## src/design/b32c_pkg.sv

```systemverilog
`timescale 1ns / 1ps
// ----------------------------------------------------------------------------
// b32c_pkg: shared types and constants of the base32 codec
// Register indexes, the alphabet layout, payload structs and the
// request-group record passed from the front end to the back end.
// ----------------------------------------------------------------------------
package b32c_pkg;

  localparam int unsigned CFG_INDEX_W = 3;
  localparam int unsigned CFG_DATA_W  = 64;

  localparam logic [CFG_INDEX_W-1:0] REG_MODE   = 3'd0;
  localparam logic [CFG_INDEX_W-1:0] REG_ALPHA0 = 3'd1;
  localparam logic [CFG_INDEX_W-1:0] REG_ALPHA1 = 3'd2;
  localparam logic [CFG_INDEX_W-1:0] REG_ALPHA2 = 3'd3;
  localparam logic [CFG_INDEX_W-1:0] REG_ALPHA3 = 3'd4;

  localparam logic MODE_ENCODE = 1'b0;
  localparam logic MODE_DECODE = 1'b1;

  // most results one request can cause
  localparam int unsigned MAX_RESULTS = 3;

  // 32 characters, character i in bits 8i+7..8i
  typedef logic [31:0][7:0] alphabet_t;

  typedef struct packed {
    logic [7:0] in_value;
    logic       in_last;
  } in_item_t;

  typedef struct packed {
    logic [7:0] out_value;
    logic       out_last;
  } out_item_t;

  // results of one request: symbol indexes (encode) or bytes (decode)
  typedef struct packed {
    logic [MAX_RESULTS-1:0][7:0] vals;
    logic [1:0]                  cnt;
    logic                        last;
  } res_group_t;

endpackage

```

## src/design/b32c_fifo.sv

```systemverilog
`timescale 1ns / 1ps
// ----------------------------------------------------------------------------
// b32c_fifo: short result-group queue
// Register-based FIFO between the front end and the back end.
// ----------------------------------------------------------------------------
module b32c_fifo #(
  parameter int unsigned DEPTH = 2
) (
  input  logic                 clk,
  input  logic                 rst,
  input  logic                 push,
  input  b32c_pkg::res_group_t push_data,
  output logic                 full,
  output logic                 head_valid,
  output b32c_pkg::res_group_t head_data,
  input  logic                 pop
);

  localparam int unsigned PTR_W = (DEPTH > 1) ? $clog2(DEPTH) : 1;
  localparam int unsigned CNT_W = $clog2(DEPTH + 1);

  b32c_pkg::res_group_t entries [DEPTH];
  logic [PTR_W-1:0] wr_ptr;
  logic [PTR_W-1:0] rd_ptr;
  logic [CNT_W-1:0] count;

  assign full       = (count == CNT_W'(DEPTH));
  assign head_valid = (count != '0);
  assign head_data  = entries[rd_ptr];

  always_ff @(posedge clk) begin
    if (push) begin
      entries[wr_ptr] <= push_data;
    end
  end

  always_ff @(posedge clk) begin
    if (rst) begin
      wr_ptr <= '0;
      rd_ptr <= '0;
      count  <= '0;
    end else begin
      if (push) begin
        wr_ptr <= (wr_ptr == PTR_W'(DEPTH - 1)) ? '0 : wr_ptr + 1'b1;
      end
      if (pop) begin
        rd_ptr <= (rd_ptr == PTR_W'(DEPTH - 1)) ? '0 : rd_ptr + 1'b1;
      end
      case ({push, pop})
        2'b10:   count <= count + 1'b1;
        2'b01:   count <= count - 1'b1;
        default: count <= count;
      endcase
    end
  end

`ifndef SYNTHESIS
  a_no_overflow: assert property (@(posedge clk) disable iff (rst)
    push |-> !full)
    else $error("queue written while full");
  a_no_underflow: assert property (@(posedge clk) disable iff (rst)
    pop |-> head_valid)
    else $error("queue read while empty");
`endif

endmodule

```

## src/design/b32c_front.sv

```systemverilog
`timescale 1ns / 1ps
// ----------------------------------------------------------------------------
// b32c_front: request intake and bit repacking
// Accepts one request a cycle while the result queue is not full, updates
// the bit buffer and queues the group of results that the request causes.
// ----------------------------------------------------------------------------
module b32c_front (
  input  logic                  clk,
  input  logic                  rst,
  input  logic                  mode,
  input  b32c_pkg::alphabet_t   alphabet,
  input  logic                  clear,
  input  logic                  in_valid,
  output logic                  in_stall,
  input  b32c_pkg::in_item_t    in_data,
  input  logic                  q_full,
  output logic                  q_push,
  output b32c_pkg::res_group_t  q_data
);

  logic [11:0] bit_buffer;
  logic [3:0]  bit_count;
  logic [11:0] bit_buffer_next;
  logic [3:0]  bit_count_next;

  logic        accept;
  logic [4:0]  code;
  logic [11:0] full_bits;
  logic [11:0] rem_mask;
  logic [11:0] rem_bits;
  logic [3:0]  total;
  logic [3:0]  rem;
  logic        pad;
  logic [7:0]  first_val;
  logic [7:0]  second_val;
  logic [7:0]  pad_val;

  assign in_stall = q_full;
  assign accept   = in_valid && !in_stall;

  // reverse alphabet lookup, lowest matching index wins
  always_comb begin
    code = '0;
    for (int j = 31; j >= 0; j--) begin
      if (alphabet[j] == in_data.in_value) begin
        code = 5'(j);
      end
    end
  end

  always_comb begin
    q_data     = '0;
    first_val  = '0;
    second_val = '0;
    if (mode == b32c_pkg::MODE_ENCODE) begin
      full_bits  = {bit_buffer[3:0], in_data.in_value};
      total      = bit_count + 4'd8;
      rem        = (total >= 4'd10) ? total - 4'd10 : total - 4'd5;
      first_val  = {3'b000, 5'(full_bits >> (total - 4'd5))};
      second_val = {3'b000, 5'(full_bits >> (total - 4'd10))};
    end else begin
      full_bits  = {bit_buffer[6:0], code};
      total      = bit_count + 4'd5;
      rem        = (total >= 4'd8) ? total - 4'd8 : total;
      first_val  = 8'(full_bits >> (total - 4'd8));
    end
    rem_mask = (12'd1 << rem) - 12'd1;
    rem_bits = full_bits & rem_mask;
    pad      = in_data.in_last && (rem != 4'd0);
    if (mode == b32c_pkg::MODE_ENCODE) begin
      pad_val = {3'b000, 5'(rem_bits << (4'd5 - rem))};
    end else begin
      pad_val = 8'(rem_bits << (4'd8 - rem));
    end

    q_data.last = in_data.in_last;
    if (mode == b32c_pkg::MODE_ENCODE) begin
      q_data.vals[0] = first_val;
      if (total >= 4'd10) begin
        q_data.vals[1] = second_val;
        q_data.vals[2] = pad_val;
        q_data.cnt     = pad ? 2'd3 : 2'd2;
      end else begin
        q_data.vals[1] = pad_val;
        q_data.cnt     = pad ? 2'd2 : 2'd1;
      end
    end else if (total >= 4'd8) begin
      q_data.vals[0] = first_val;
      q_data.vals[1] = pad_val;
      q_data.cnt     = pad ? 2'd2 : 2'd1;
    end else begin
      q_data.vals[0] = pad_val;
      q_data.cnt     = pad ? 2'd1 : 2'd0;
    end

    q_push = accept && (q_data.cnt != 2'd0);

    bit_buffer_next = bit_buffer;
    bit_count_next  = bit_count;
    if (clear) begin
      bit_buffer_next = '0;
      bit_count_next  = '0;
    end else if (accept) begin
      bit_buffer_next = in_data.in_last ? '0 : rem_bits;
      bit_count_next  = in_data.in_last ? '0 : rem;
    end
  end

  always_ff @(posedge clk) begin
    if (rst) begin
      bit_buffer <= '0;
      bit_count  <= '0;
    end else begin
      bit_buffer <= bit_buffer_next;
      bit_count  <= bit_count_next;
    end
  end

`ifndef SYNTHESIS
  a_enc_count: assert property (@(posedge clk) disable iff (rst)
    (mode == b32c_pkg::MODE_ENCODE) |-> (bit_count <= 4'd4))
    else $error("encode pending count out of range");
  a_dec_count: assert property (@(posedge clk) disable iff (rst)
    (mode == b32c_pkg::MODE_DECODE) |-> (bit_count <= 4'd7))
    else $error("decode pending count out of range");
  a_last_flush: assert property (@(posedge clk) disable iff (rst)
    (accept && in_data.in_last) |-> (q_push ##1 (bit_count == 4'd0)))
    else $error("last request did not flush");
`endif

endmodule

```

## src/design/b32c_back.sv

```systemverilog
`timescale 1ns / 1ps
// ----------------------------------------------------------------------------
// b32c_back: result sequencer
// Unpacks queued result groups, one result a cycle unless the output stalls,
// maps symbol indexes through the alphabet when encoding and drives the output register.
// ----------------------------------------------------------------------------
module b32c_back (
  input  logic                  clk,
  input  logic                  rst,
  input  logic                  mode,
  input  b32c_pkg::alphabet_t   alphabet,
  input  logic                  q_valid,
  input  b32c_pkg::res_group_t  q_data,
  output logic                  q_pop,
  output logic                  out_valid,
  input  logic                  out_stall,
  output b32c_pkg::out_item_t   out_data
);

  logic [1:0] pos;
  logic       load;
  logic       final_one;
  logic [7:0] raw;

  assign load      = q_valid && (!out_valid || !out_stall);
  assign final_one = (pos == q_data.cnt - 2'd1);
  assign q_pop     = load && final_one;
  assign raw       = q_data.vals[pos];

  always_ff @(posedge clk) begin
    if (load) begin
      out_data.out_value <= (mode == b32c_pkg::MODE_ENCODE) ? alphabet[raw[4:0]] : raw;
      out_data.out_last  <= q_data.last && final_one;
    end
  end

  always_ff @(posedge clk) begin
    if (rst) begin
      pos       <= '0;
      out_valid <= 1'b0;
    end else begin
      if (load) begin
        pos <= final_one ? 2'd0 : pos + 2'd1;
      end
      if (load) begin
        out_valid <= 1'b1;
      end else if (!out_stall) begin
        out_valid <= 1'b0;
      end
    end
  end

`ifndef SYNTHESIS
  a_pos_in_group: assert property (@(posedge clk) disable iff (rst)
    q_valid |-> (pos < q_data.cnt))
    else $error("result position beyond queued group");
`endif

endmodule

```

## src/design/base32_codec_top.sv

```systemverilog
`timescale 1ns / 1ps
// ----------------------------------------------------------------------------
// base32_codec_top: configurable base32 encoder / decoder
// Repacks bytes into 5-bit alphabet symbols or symbols back into bytes.
// ----------------------------------------------------------------------------
// A request is taken every cycle while the result queue has room. Each
// request is repacked in the cycle it is accepted, its result group is
// registered in the queue, and its results leave the output register one per
// cycle while the output is not stalled. The output sequencer sets throughput:
// encoding yields one or two symbols per byte, eight symbols for every five
// bytes (three for a last byte that leaves a padded symbol), decoding at most
// one byte per symbol (two for a last symbol that leaves a padded byte).
// Writing the mode register drops the pending bits in the front end; the user
// must write registers only while the block is idle, the block does not enforce it.
module base32_codec_top #(
  parameter int unsigned QUEUE_DEPTH = 2
) (
  input  logic                                   clk,
  input  logic                                   rst,
  input  logic                                   cfg_write,
  input  logic [b32c_pkg::CFG_INDEX_W-1:0]       cfg_index,
  input  logic [b32c_pkg::CFG_DATA_W-1:0]        cfg_data,
  input  logic                                   in_valid,
  output logic                                   in_stall,
  input  b32c_pkg::in_item_t                     in_data,
  output logic                                   out_valid,
  input  logic                                   out_stall,
  output b32c_pkg::out_item_t                    out_data
);

  logic                 mode;
  b32c_pkg::alphabet_t  alphabet;
  logic                 clear;
  logic                 q_push;
  logic                 q_full;
  logic                 q_valid;
  logic                 q_pop;
  b32c_pkg::res_group_t q_in;
  b32c_pkg::res_group_t q_head;

  assign clear = cfg_write && (cfg_index == b32c_pkg::REG_MODE);

  always_ff @(posedge clk) begin
    if (rst) begin
      mode     <= b32c_pkg::MODE_ENCODE;
      alphabet <= '0;
    end else if (cfg_write) begin
      case (cfg_index)
        b32c_pkg::REG_MODE:   mode            <= cfg_data[0];
        b32c_pkg::REG_ALPHA0: alphabet[7:0]   <= cfg_data;
        b32c_pkg::REG_ALPHA1: alphabet[15:8]  <= cfg_data;
        b32c_pkg::REG_ALPHA2: alphabet[23:16] <= cfg_data;
        b32c_pkg::REG_ALPHA3: alphabet[31:24] <= cfg_data;
        default:              mode            <= mode;
      endcase
    end
  end

  b32c_front u_front (
    .clk      (clk),
    .rst      (rst),
    .mode     (mode),
    .alphabet (alphabet),
    .clear    (clear),
    .in_valid (in_valid),
    .in_stall (in_stall),
    .in_data  (in_data),
    .q_full   (q_full),
    .q_push   (q_push),
    .q_data   (q_in)
  );

  b32c_fifo #(
    .DEPTH (QUEUE_DEPTH)
  ) u_fifo (
    .clk        (clk),
    .rst        (rst),
    .push       (q_push),
    .push_data  (q_in),
    .full       (q_full),
    .head_valid (q_valid),
    .head_data  (q_head),
    .pop        (q_pop)
  );

  b32c_back u_back (
    .clk       (clk),
    .rst       (rst),
    .mode      (mode),
    .alphabet  (alphabet),
    .q_valid   (q_valid),
    .q_data    (q_head),
    .q_pop     (q_pop),
    .out_valid (out_valid),
    .out_stall (out_stall),
    .out_data  (out_data)
  );

endmodule
```

## config.mk

```make
export PLATFORM = sky130hd
export DESIGN_NAME = base32_codec_top
export DESIGN_NICKNAME = d
export VERILOG_FILES = /design/src/design/b32c_pkg.sv /design/src/design/b32c_fifo.sv /design/src/design/b32c_front.sv /design/src/design/b32c_back.sv /design/src/design/base32_codec_top.sv
export SDC_FILE = /design/constraint.sdc
export NUM_CORES = 1
export LEC_CHECK = 0
export ABC_AREA = 0
export BUFFER_PORTS_ARGS = -buffer_cell sky130_fd_sc_hd__buf_2
export CAP_MARGIN = 20
export CORE_MARGIN = 1
export CORE_UTILIZATION = 40
export DETAILED_ROUTE_END_ITERATION = 7
export SYNTH_ARGS = -nofsm -noshare
export SYNTH_HDL_FRONTEND = slang
export SYNTH_HIERARCHICAL = 1
export SYNTH_SLANG_ARGS = --single-unit
export TNS_END_PERCENT = 30
```

## constraint.sdc

```tcl
create_clock -name clk -period 5.9 [get_ports clk]
set_input_delay 0.295 -clock clk [delete_from_list [all_inputs] [get_ports clk]]
set_output_delay 0.295 -clock clk [all_outputs]
set_load 0.02 [all_outputs]
```

==> summary.txt <==
Die
  – Die width: between 200 and 250 um
  – Initial Utilization: about 41%
  – Io pins: slightly above 90
  – Core area: between 0.05 and 0.06 sq mm
  – Rows: 86
  – Die H: 239 um
  – Die area: between 0.05 and 0.06 sq mm

GRT
  – Largest net degree at the start of global routing: 138
  – Initial antenna violation count: 1
  – Gr ovfl total: 0
  – GRT Total Usage: 27.0%
  – Vias in the first global route: roughly 18000
  – First-pass GRT wire length: 116000 um

Finish
  – Area growth syn-to-layout: 8.55%
  – Ratio of cells with drive above 1 in the final layout: between 10% and 20%
  – Final Net Count: 2521
  – Filler Cell Count: between 5000 and 6000
  – Ant diodes: 0

Clocking
  – TritonCTS buffer count: 39
  – Largest buffer count on any clock path: 3
  – Clock Sinks: 339
  – Root Buffer: clkbuf_16
  – H-tree levels: 2
  – Latest clock arrival within the worst-skew pair: approximately 600 ps
  – CTS tree: done
  – Hold-fix buffers, CTS: 1
  – Postcts setup bufs: 0
  – # resized after CTS: 0
  – Clk slew on worst S/H paths: roughly 60 ps

Critical path
  – R2r endpoint: u_fifo/entries[1][9]$_DFFE_PP_
  – CP max stage cell: dfxtp_1
  – Reg2Reg Depth: 15
  – Data required, critical path: 6230 ps
  – Reg-to-reg slack, setup: between 500 and 600 ps
  – CP endpoint kind: flip-flop
  – WS Path Type: flip-flop to flip-flop
  – Crit path largest cell delay: slightly above 900 ps
  – Startpoint types: flip-flop
  – Critical path fanouts, max: 23
  – Worst r2r src: u_front/bit_count[1]$_SDFFE_PP0P_
  – CP Data Arrival Time: between 5000 and 6000 ps
  – Cell mode on critical path: ha_1
  – Cell-by-cell trace of the critical path: inv_1 -> ha_1 -> nor3_1 -> o31a_1 -> inv_1 -> ha_1 -> nand2_1 -> ha_1 -> nand2_1 -> or2_2 -> a21o_1 -> a21oi_1 -> nor2_1 -> o311a_1 -> o31ai_1

Routing
  – Total wire length: 77700 um
  – Vias per cell: between 5 and 6
  – ANT nets after route: 0
  – 1st-iter DRT viols: ~1700
  – Via count: roughly 19000
  – Drt drc: 0
  – WL/cell: 24.3 um
  – 1st-pass router iterations: 5

Timing
  – Slew @ Worst Pin: about 1200 ps
  – RSZ-0062 raised after global routing: no
  – Setup TNS: 0 ps
  – Relative slew margins: 22.5%
  – Final Max Tran Viols: 0
  – Hold WS: 60.1 ps
  – Max Freq: 187 MHz
  – Final hold vios: 0
  – Worst Skew: ~35 ps
  – Setup-failing EPs final: 0
  – Tmin final: about 5400 ps
  – Crit share post-route: 90.8%

Synth
  – Number of synthesis warnings: 6
  – Register area share after synthesis: between 30% and 40%
  – Netlist cell types: 97
  – Syn Area/Cell: 9.27 sq um
  – Netlist Area Pre-Place: 0.0225 sq mm
  – Asr flop ratio synth: 0%
  – Number of synthesized flops with an enable pin: 63
  – FF+latch count, synth: between 300 and 400
  – Cells after Synth: 2422
  – Top_reg_cell synth: dfxtp_1

Worst hold path
  – Min-Delay Path Depth: 3
  – Min-Delay Startpoint: cfg_data[5]
  – Min-Delay Endpoint: alphabet[133]$_SDFFE_PP0P_
  – Hold WC Path Type: input port to flip-flop

Run status
  – Status: finished clean

Pwr
  – Power density over cell area: about 400 mW/mm^2
  – VDD IR-drop max: ~200 uV
  – Leak: 9.82 nW

Placed design
  – HPWL after detailed placement: roughly 56000 um
  – Gpl congestion: between 0.9 and 1
  – IO buf count: a little over 90

Flow run
  – Maxcap violations: 0
[worst max path at each step]
stage | startpoint | end | slack [ps] | cells after the start
2_1_floorplan | u_front/bit_count[0]$_SDFFE_PP0P_ | u_fifo/entries[0][0]$_DFFE_PP_ | 980 | 16
3_3_place_gp | u_front/bit_count[1]$_SDFFE_PP0P_ | u_fifo/entries[0][9]$_DFFE_PP_ | 770 | 16
3_5_place_dp | u_front/bit_count[1]$_SDFFE_PP0P_ | u_fifo/entries[0][6]$_DFFE_PP_ | 640 | 16
4_1_cts | u_front/bit_count[1]$_SDFFE_PP0P_ | u_fifo/entries[0][6]$_DFFE_PP_ | 620 | 16
5_1_grt | u_front/bit_count[1]$_SDFFE_PP0P_ | u_fifo/entries[0][6]$_DFFE_PP_ | 70 | 16
6_report | u_front/bit_count[1]$_SDFFE_PP0P_ | u_fifo/entries[1][9]$_DFFE_PP_ | 540 | 15
[metrics by stage]
stage | total power (W) | instances | setup WS [ps] | area [sq um] | util, %
2_1_floorplan | 0.00564 | 2424 | 984 | 22500 | -
3_3_place_gp | 0.00696 | 3127 | 768 | 23000 | 41.7
3_5_place_dp | 0.00697 | 3127 | 644 | 23000 | 41.7
4_1_cts | 0.00954 | 3199 | 617 | 24400 | 44.1
5_1_grt | 0.00999 | 3199 | 68.6 | 24400 | 44.1
6_report | 0.00966 | 3199 | 544 | 24400 | 44.1
[power breakdown]
part / switching, W / leakage (nW) / internal (W)
clock: 0.00106 / 0.650 / 0.00150
combinational: 0.00295 / 6.33 / 0.00138
sequential: 0.000149 / 2.83 / 0.00262
[cells in the final DEF (no fill, tap or decap), types with 36 or more instances in the layout]
cell       synthesis  routed
nand2b_1         329     329
mux2i_1          309     309
dfxtp_1          276     274
nand2_1          238     238
xor2_1           179     179
xnor2_1           93      93
nor2_1            93      92
buf_2             35      90
nand3_1           76      76
edfxtp_1          63      63
a21oi_1           55      55
buf_4             32      50
nor4_1            42      42
clkbuf_16          0      40
o21ai_0           36      36
[layer usage]
| layer | vias to the layer above | track usage [%] | routed length (um) |
|---|---|---|---|
| met5 | - | 0 | 8 |
| met4 | 2 | 12.9 | 3840 |
| met3 | 196 | 4.11 | 5850 |
| met2 | 882 | 42.6 | 35100 |
| met1 | 9185 | 36.1 | 33000 |
| li1 | 8488 | - | - |
[worst max-delay path: cells and delay by family, from the launching register on]
kind	cells	cell delay (ps)
compound gates	5	1750
fa+ha+maj	3	1140
buf+inv	2	460
flops	1	930
simple gates	5	800
[final cells by class]
| cell class | count | area, sq um | share of cell area, % |
|---|---|---|---|
| inverters | 21 | 78.8 | 0.323 |
| multi-input cells | 1877 | 13700 | 56.4 |
| repair buffers | 143 | 867 | 3.56 |
| well taps | 748 | 936 | 3.84 |
| clock buffers | 53 | 1110 | 4.55 |
| clock inverters | 18 | 215 | 0.883 |
| flip-flops and latches | 339 | 7420 | 30.4 |
[cell families (layout without fill, tap and decap cells)]
kind of cell | after synthesis | count (layout) | share of synthesized area (%)
simple gates | 931 | 931 | 22.3
mux | 365 | 365 | 17.7
flops | 339 | 339 | 33.0
compound gates | 286 | 286 | 9.13
xor+xnor | 273 | 273 | 10.7
buf+inv | 208 | 235 | 6.01
fa+ha+maj | 19 | 19 | 1.06
other cells | 1 | 3 | 0.0167
[synthesized netlist by cell type (35+ instances only)]
cell type	count	area share (%)
xnor2_1	93	3.6
nand2_1	238	4.0
dfxtp_1	276	25
o21ai_0	36	0.80
xor2_1	179	7.0
buf_2	35	0.78
nand3_1	76	1.7
nor2_1	93	1.6
mux2i_1	309	14
clkbuf_1	66	1.1
a21oi_1	55	1.2
nor4_1	42	1.2
edfxtp_1	63	8.4
buf_6	43	2.2
nand2b_1	329	9.2
[flip-flops by register name, summed over array words and instances (netlist names), 2 cells and up, named ones only]
signal	cells
u_fifo/entries	54
u_fifo/count	2
u_front/bit_buffer	7
alphabet	256
u_front/bit_count	4
u_back/out_data	9
u_back/pos	2
(Power assumes the default switching activity.)
